<file path="config.mk">
export PLATFORM = sky130hd
export DESIGN_NAME = lgd_ctrl
export DESIGN_NICKNAME = d
export VERILOG_FILES = /design/src/rtl/lgd_pkg.sv /design/src/rtl/lgd_ctrl.sv
export SDC_FILE = /design/constraint.sdc
export NUM_CORES = 1
export LEC_CHECK = 0
export BUFFER_PORTS_ARGS = -buffer_cell sky130_fd_sc_hd__buf_4
export CAP_MARGIN = 40
export CORE_MARGIN = 10
export CORE_UTILIZATION = 45
export CTS_CLUSTER_SIZE = 40
export DETAILED_ROUTE_END_ITERATION = 10
export PLACE_DENSITY = 0.74
export SLEW_MARGIN = 20
export SYNTH_ARGS = -nofsm -noshare
export SYNTH_HDL_FRONTEND = slang
export SYNTH_SLANG_ARGS = --single-unit
</file>
<file path="constraint.sdc">
create_clock -name i_clk -period 6.1 [get_ports i_clk]
set_input_delay 1.83 -clock i_clk [delete_from_list [all_inputs] [get_ports i_clk]]
set_output_delay 1.83 -clock i_clk [all_outputs]
set_load 0.02 [all_outputs]
</file>
<file path="src/rtl/lgd_pkg.sv">
// Shared constants, types and functions of the lattice Gaussian density block.
// Holds the exp table builder, the divide-by-five helper and signed saturation.
`timescale 1ns / 1ps
package lgd_pkg;

    localparam int WINDOW_RADIUS  = 5;
    localparam int EXP_TABLE_SIZE = 256;

    localparam int NUM_REGS = 8;
    localparam int ADDR_W   = 3;
    localparam int REG_W    = 64;
    localparam int Q_W      = 32;
    localparam int POS_W    = 52;
    localparam int ACC_W    = 66;
    localparam int CNT_W    = $clog2(2 * WINDOW_RADIUS + 3);
    localparam int STEP_W   = 5;

    localparam int CUT_SHIFT = 18;
    localparam int CUTOFF    = 5 << CUT_SHIFT;
    localparam int T_W       = $clog2(CUTOFF);
    localparam int IDX_W     = $clog2(EXP_TABLE_SIZE + 1);
    localparam int P_W       = T_W + IDX_W;
    localparam int E_W       = 17;
    localparam int M_W       = E_W + T_W;
    localparam int SUM_W     = $clog2(2 * (2 * WINDOW_RADIUS + 2) * (2 * WINDOW_RADIUS + 2)
                                      * 65536 + 1);
    localparam int DIV_IN_W  = 22;
    localparam logic [25:0] DIV5_RECIP = 26'((64'd1 << 26) / 5);
    localparam logic [63:0] EXP_STEP_X = (64'd20 << 30) / 64'(EXP_TABLE_SIZE);

    localparam logic [ADDR_W-1:0] REG_V1     = 3'd0;
    localparam logic [ADDR_W-1:0] REG_V2     = 3'd1;
    localparam logic [ADDR_W-1:0] REG_BASIS  = 3'd2;
    localparam logic [ADDR_W-1:0] REG_CENTER = 3'd3;
    localparam logic [ADDR_W-1:0] REG_ROT    = 3'd4;
    localparam logic [ADDR_W-1:0] REG_INV1   = 3'd5;
    localparam logic [ADDR_W-1:0] REG_INV2   = 3'd6;
    localparam logic [ADDR_W-1:0] REG_ALPHA  = 3'd7;
    localparam logic [REG_W-1:0]  ROT_RESET  = 64'h0000_0001_0000_0000;

    // setup sequence steps
    localparam logic [STEP_W-1:0] ST_DIFF  = 5'd0;
    localparam logic [STEP_W-1:0] ST_R1    = 5'd1;
    localparam logic [STEP_W-1:0] ST_R2    = 5'd2;
    localparam logic [STEP_W-1:0] ST_R3    = 5'd3;
    localparam logic [STEP_W-1:0] ST_R4    = 5'd4;
    localparam logic [STEP_W-1:0] ST_R5    = 5'd5;
    localparam logic [STEP_W-1:0] ST_DY    = 5'd6;
    localparam logic [STEP_W-1:0] ST_I1    = 5'd7;
    localparam logic [STEP_W-1:0] ST_I2    = 5'd8;
    localparam logic [STEP_W-1:0] ST_I3    = 5'd9;
    localparam logic [STEP_W-1:0] ST_I4    = 5'd10;
    localparam logic [STEP_W-1:0] ST_I5    = 5'd11;
    localparam logic [STEP_W-1:0] ST_C2    = 5'd12;
    localparam logic [STEP_W-1:0] ST_P1    = 5'd13;
    localparam logic [STEP_W-1:0] ST_P2    = 5'd14;
    localparam logic [STEP_W-1:0] ST_P3    = 5'd15;
    localparam logic [STEP_W-1:0] ST_P4    = 5'd16;
    localparam logic [STEP_W-1:0] ST_P5    = 5'd17;
    localparam logic [STEP_W-1:0] ST_LAST  = 5'd18;

    typedef logic [EXP_TABLE_SIZE:0][E_W-1:0] t_exp_tab;

    typedef struct packed {
        logic              load;
        logic              setup;
        logic [STEP_W-1:0] step;
        logic              clear_sum;
        logic              issue;
        logic              atom;
        logic              step_col;
        logic              step_row;
        logic              scale;
        logic              out_load;
    } t_cmd;

    typedef struct packed {
        logic             term_busy;
        logic             out_busy;
        logic [CNT_W-1:0] row_count;
        logic [CNT_W-1:0] col_count;
    } t_sts;

    // shift-subtract quotient, used only while the table is elaborated
    function automatic logic [63:0] udiv64(input logic [63:0] n, input logic [63:0] d);
        logic [63:0] q;
        logic [64:0] r;
        q = '0;
        r = '0;
        for (int b = 63; b >= 0; b--) begin
            r = {r[63:0], n[b]};
            if (r >= {1'b0, d}) begin
                r    = r - {1'b0, d};
                q[b] = 1'b1;
            end
        end
        return q;
    endfunction

    function automatic t_exp_tab build_exp_tab();
        t_exp_tab    tab;
        logic [63:0] x;
        logic [63:0] term;
        logic [63:0] pos;
        logic [63:0] neg;
        logic [63:0] f;
        x    = EXP_STEP_X;
        term = 64'd1 << 30;
        pos  = term;
        neg  = 64'd0;
        for (int k = 1; k <= 24; k++) begin
            term = udiv64(term * x, 64'(k) << 30);
            if ((k & 1) != 0) begin
                neg = neg + term;
            end else begin
                pos = pos + term;
            end
        end
        f    = (pos > neg) ? pos - neg : 64'd0;
        term = 64'd1 << 30;
        for (int k = 0; k <= EXP_TABLE_SIZE; k++) begin
            tab[k] = E_W'((term + (64'd1 << 13)) >> 14);
            term   = (term * f + (64'd1 << 29)) >> 30;
        end
        return tab;
    endfunction

    localparam t_exp_tab EXP_TAB = build_exp_tab();

    // reciprocal multiply with one correction step
    function automatic logic [DIV_IN_W-1:0] div5(input logic [DIV_IN_W-1:0] y);
        logic [DIV_IN_W+25:0] pr;
        logic [DIV_IN_W-1:0]  q;
        logic [DIV_IN_W-1:0]  r;
        pr = (DIV_IN_W + 26)'(y) * (DIV_IN_W + 26)'(DIV5_RECIP);
        q  = pr[DIV_IN_W+25:26];
        r  = y - DIV_IN_W'(q * 3'd5);
        if (r >= DIV_IN_W'(5)) begin
            q = q + 1'b1;
        end
        return q;
    endfunction

    function automatic logic signed [Q_W-1:0] sat32(input logic signed [ACC_W-1:0] v);
        logic signed [Q_W-1:0] res;
        if (v > 66'sd2147483647) begin
            res = 32'sh7FFF_FFFF;
        end else if (v < -66'sd2147483648) begin
            res = 32'sh8000_0000;
        end else begin
            res = Q_W'(v);
        end
        return res;
    endfunction

endpackage

</file>
<file path="src/rtl/lgd_ctrl.sv">
// Sequencer of the density block: setup steps, cell sweep, drain and output.
// Depends on lgd_pkg for the command and status types.
`timescale 1ns / 1ps
module lgd_ctrl (
    input  logic          i_clk,
    input  logic          i_rst_n,
    input  logic          i_valid,
    output logic          o_ready,
    input  lgd_pkg::t_sts i_sts,
    output lgd_pkg::t_cmd o_cmd
);

    typedef enum logic [2:0] {
        S_IDLE, S_SETUP, S_TERMS, S_DRAIN, S_SCALE, S_FINISH
    } t_state;

    t_state                      r_state;
    logic [lgd_pkg::STEP_W-1:0]  r_step;
    logic [lgd_pkg::CNT_W-1:0]   r_row;
    logic [lgd_pkg::CNT_W-1:0]   r_col;
    logic                        r_atom;
    logic                        last_col;
    logic                        last_row;

    assign o_ready  = (r_state == S_IDLE);
    assign last_col = (r_col == i_sts.col_count - 1'b1);
    assign last_row = (r_row == i_sts.row_count - 1'b1);

    always_comb begin
        o_cmd           = '0;
        o_cmd.step      = r_step;
        o_cmd.atom      = r_atom;
        o_cmd.load      = o_ready && i_valid;
        o_cmd.clear_sum = o_ready && i_valid;
        o_cmd.setup     = (r_state == S_SETUP);
        o_cmd.issue     = (r_state == S_TERMS);
        o_cmd.step_col  = (r_state == S_TERMS) && r_atom && !last_col;
        o_cmd.step_row  = (r_state == S_TERMS) && r_atom && last_col;
        o_cmd.scale     = (r_state == S_SCALE);
        o_cmd.out_load  = (r_state == S_FINISH) && !i_sts.out_busy;
    end

    always_ff @(posedge i_clk) begin
        if (!i_rst_n) begin
            r_state <= S_IDLE;
            r_step  <= '0;
            r_row   <= '0;
            r_col   <= '0;
            r_atom  <= 1'b0;
        end else begin
            case (r_state)
                S_IDLE: begin
                    r_step <= '0;
                    if (i_valid) begin
                        r_state <= S_SETUP;
                    end
                end
                S_SETUP: begin
                    r_step <= r_step + 1'b1;
                    if (r_step == lgd_pkg::ST_LAST) begin
                        r_state <= S_TERMS;
                        r_row   <= '0;
                        r_col   <= '0;
                        r_atom  <= 1'b0;
                    end
                end
                S_TERMS: begin
                    r_atom <= !r_atom;
                    if (r_atom) begin
                        if (last_col) begin
                            r_col <= '0;
                            r_row <= r_row + 1'b1;
                            if (last_row) begin
                                r_state <= S_DRAIN;
                            end
                        end else begin
                            r_col <= r_col + 1'b1;
                        end
                    end
                end
                S_DRAIN: begin
                    if (!i_sts.term_busy) begin
                        r_state <= S_SCALE;
                    end
                end
                S_SCALE: begin
                    r_state <= S_FINISH;
                end
                S_FINISH: begin
                    if (!i_sts.out_busy) begin
                        r_state <= S_IDLE;
                    end
                end
                default: begin
                    r_state <= S_IDLE;
                end
            endcase
        end
    end

endmodule

</file>
==> impl_metrics.csv <==
group,metric,value,unit
drt,routed_length_per_instance,14.1,um
worst_setup_path,critical-path-max-stage-delay,0.33,ns
drt,ant_nets,0,
sta,worst-slew-pin-transition,0.610,ns
die,die-area,4990,um^2
yosys,synth_fp_nets,160,
worst_setup_path,crit_cells,8,
worst_setup_path,critical_path.startpoint_type,"input port",
power_and_ir_drop,max-vdd-ir-drop,0.103,mV
worst_setup_path,timing.critical_path.mode_cell,"sky130_fd_sc_hd__buf_4",
cells_and_area,number_of_diodes_added_for_antenna_fixing,0,
drt,drt-initial-drc-count,46,
global_route,grt_overflow_total,0,
cells_and_area,final_nets,186,
global_route,grt_util_all_layers,10.5,%
yosys,synth_xor_area_share,9.88,%
worst_setup_path,crit_slowest_cell,"sky130_fd_sc_hd__and3_1",
power_and_ir_drop,static-leakage-power,0.563,nW
worst_setup_path,critPathTopFamily,"XOR/XNOR gates",
yosys,synth.lib_cells_used.distinct,45,
clock_network,clock_tree_from_tritoncts,"done",
clock_network,clk_pin_slew_worst_paths,0.09,ns
die,count_of_pins_on_the_block_boundary,28,
sta,final_max_slew_viol_count,0,
run,drv_cap,0,
global_route,first_pass_grt_wire_length,4.53,mm
yosys,yosys-top-cells-area,"sky130_fd_sc_hd__dfxtp_1, sky130_fd_sc_hd__ha_1, sky130_fd_sc_hd__xor2_1",
min_path,hp-class,"flip-flop to flip-flop",
clock_network,numCtsBuffers,3,
global_route,antenna_found_initial,0,
die,chipHeight,70.6,um
yosys,synth-edff-count,0,
sta,min_period_over_period,82.7,%
worst_setup_path,timing.critical_path.required,4.27,ns
cells_and_area,areaGrowthSynthToFinish,19.8,%
clock_network,ctsLongestPathBuffers,2,
yosys,synthesis.yosys.warnings,0,
yosys,postSynth.topFlopCell,"sky130_fd_sc_hd__dfxtp_1",
worst_setup_path,setup.worst_path.class,"input port to output port",
worst_setup_path,cp_cell_sequence,"buf_4 -> inv_1 -> ha_1 -> xor2_1 -> xnor2_1 -> and3_1 -> nor2_1 -> buf_4",
sta,fmax,198,MHz
drt,drt_pass1_iterations,4,
yosys,yosysTopAreaCellShare,29.5,%
yosys,sequential_to_total_area_share_from_yosys_stat,29.5,%
yosys,synth_fa_ha_area_share,6.51,%
clock_network,worstSkewPairLatency,0.29,ns
yosys,combinational_family_with_the_most_area_after_synthesis,"simple AND/OR/NAND/NOR gates",
place,place.detailed.hpwl,2.21,mm
die,core_area,2450,um^2
sta,worst_slew_margin_rel,58.3,%
clock_network,clock_sinks,17,
drt,dr_total_vias,1113,
worst_setup_path,worstSetupEndpointType,"output port",
cells_and_area,drive_gt1_share,21.1,%
worst_setup_path,path_max_fanout,6,
yosys,synth_async_sr_flop_share,0,%
min_path,whs_path_depth,2,
yosys,compound_gate_fraction_of_synth_area,17.5,%
drt,postRouteWirelength,2.77,mm
status,outcome,"finished clean",
yosys,muxShareOfSynthArea,1.85,%
sta,setup_tns,0,ns
yosys,synth_simple_gate_area_share,27.8,%
die,initial_utilization,46.9,%
yosys,netlist_area,1150,um^2
yosys,number_of_flip_flops_and_latches_in_the_synthesized_netlist,17,
worst_setup_path,worstPathArrival,3.21,ns
worst_setup_path,worst_r2r_path_depth,5,
clock_network,cts_max_level,1,
sta,clock-skew-final,0.00582,ns
place,place.gp.congestion,0.836,
drt,drc_errors,0,
sta,timing.final.hold_violations,0,
yosys,postSynthAreaPerCell,8.17,um^2
power_and_ir_drop,power.density,170,nW/um^2
place,port-buffer-count,27,
clock_network,cts_post_setup_buffers_inserted,0,
yosys,synth.largest_area_cell,"sky130_fd_sc_hd__dfxtp_1",
die,die_w,70.6,um
worst_setup_path,critical_path_buf_inv_count,3,
clock_network,cts_root_buf,"sky130_fd_sc_hd__clkbuf_4",
sta,grt_setup_unrepaired,"no",
global_route,first_global_vias,1035,
clock_network,postCtsResizedCells,0,
clock_network,hold_buffers,0,
cells_and_area,final.fill_count,238,
place,placed_cell_area,1350,um^2
global_route,grt_start_max_net_pins,17,
sta,min_period,5.04,ns
die,rows,18,
drt,post_drt_via_cell_ratio,5.68,
sta,hold-worst-slack,0.499,ns
yosys,syn-instance-count,141,
cells_and_area,stdcell_area,1380,um^2
sta,setup_viol_count_final,0,
power_and_ir_drop,p_total,0.000235,W
-- final timing paths --
path                           start  slack, ns                     to
max                         i_sts[0]       1.06               o_cmd[3]
min            r_row[3]$_SDFFE_PN0P_       0.50  r_row[3]$_SDFFE_PN0P_
max reg2reg  r_state[0]$_SDFFE_PN0P_       4.06  r_row[3]$_SDFFE_PN0P_
min reg2reg    r_row[3]$_SDFFE_PN0P_       0.50  r_row[3]$_SDFFE_PN0P_
-- layout make-up --
| class | count | area (um^2) | area share (%) |
|---|---|---|---|
| Sequential cell | 17 | 340 | 24.7 |
| Multi-Input combinational cell | 107 | 732 | 53.0 |
| Clock buffer | 4 | 26.3 | 1.90 |
| Timing Repair Buffer | 27 | 203 | 14.7 |
| Inverter | 11 | 41.3 | 2.99 |
| Tap cell | 30 | 37.5 | 2.72 |
-- registers in the layout (all words and copies together), names as in the netlist --
register  flops
r_col         4
r_atom        1
r_step        5
r_state       3
r_row         4
-- stage by stage --
step | util (%) | setup slack, ns | instances
2_1_floorplan | - | 1.23 | 141
3_3_place_gp | 55.1 | 1.18 | 192
3_5_place_dp | 55.1 | 1.07 | 192
4_1_cts | 56.2 | 1.07 | 196
5_1_grt | 56.2 | 0.990 | 196
6_report | 56.2 | 1.06 | 196
-- kinds of logic (layout without fill, tap and decap cells) --
family	count (synthesis)	in the layout
AND/OR/NAND/NOR	54	54
AO/OA/AOI/OAI	32	32
flip-flops	17	17
buffers and inverters	17	42
XOR/XNOR	13	13
adder cells (fa/ha/maj)	6	6
multiplexers	2	2
-- worst register-to-register path, cell delays in order, from the launching register on --
cell                       delay [ns]
sky130_fd_sc_hd__dfxtp_1         0.61
sky130_fd_sc_hd__or3b_1          0.46
sky130_fd_sc_hd__inv_1           0.14
sky130_fd_sc_hd__a21boi_2        0.13
sky130_fd_sc_hd__or4_1           0.51
sky130_fd_sc_hd__a21oi_1         0.14
-- cells in the mapped netlist, types with 2 or more instances --
master	number
sky130_fd_sc_hd__ha_1	6
sky130_fd_sc_hd__nor2_1	10
sky130_fd_sc_hd__nand4_1	4
sky130_fd_sc_hd__buf_4	2
sky130_fd_sc_hd__nand4b_1	3
sky130_fd_sc_hd__and2_1	2
sky130_fd_sc_hd__nor3_1	4
sky130_fd_sc_hd__a21oi_1	9
sky130_fd_sc_hd__or3_1	2
sky130_fd_sc_hd__a31oi_1	5
sky130_fd_sc_hd__o21ai_0	8
sky130_fd_sc_hd__nand3b_1	2
sky130_fd_sc_hd__xnor2_1	6
sky130_fd_sc_hd__inv_1	10
sky130_fd_sc_hd__or4_1	2
sky130_fd_sc_hd__xor2_1	7
sky130_fd_sc_hd__clkbuf_1	2
sky130_fd_sc_hd__nand3_1	5
sky130_fd_sc_hd__nand2_1	10
sky130_fd_sc_hd__dfxtp_1	17
-- cells in the final DEF (no fill, tap or decap), types with 2 or more instances in the layout --
cell and count:
sky130_fd_sc_hd__buf_4 27, sky130_fd_sc_hd__dfxtp_1 17, sky130_fd_sc_hd__inv_1 10, sky130_fd_sc_hd__nor2_1 10, sky130_fd_sc_hd__nand2_1 10, sky130_fd_sc_hd__a21oi_1 9
sky130_fd_sc_hd__o21ai_0 8, sky130_fd_sc_hd__xor2_1 7, sky130_fd_sc_hd__xnor2_1 6, sky130_fd_sc_hd__ha_1 6, sky130_fd_sc_hd__nand3_1 5, sky130_fd_sc_hd__a31oi_1 5
sky130_fd_sc_hd__nor3_1 4, sky130_fd_sc_hd__nand4_1 4, sky130_fd_sc_hd__nand4b_1 3, sky130_fd_sc_hd__clkbuf_4 3, sky130_fd_sc_hd__and2_1 2, sky130_fd_sc_hd__or3_1 2
sky130_fd_sc_hd__nand3b_1 2, sky130_fd_sc_hd__or4_1 2
-- metal layers --
metal | up-vias | GRT usage (%) | wire length [um]
li1 | 567 | - | -
met1 | 516 | 12.2 | 1270
met2 | 28 | 17.8 | 1360
met3 | 2 | 2.65 | 123
met4 | 0 | 4.52 | 12
met5 | - | 0 | 0
-- power breakdown --
part / switching (W) / internal [W]
Combinational: 0.0000294 / 0.0000255
Clock: 0.0000344 / 0.0000254
Sequential: 0.00000631 / 0.000114
Total: 0.0000701 / 0.000164
(Power assumes the default switching activity.)
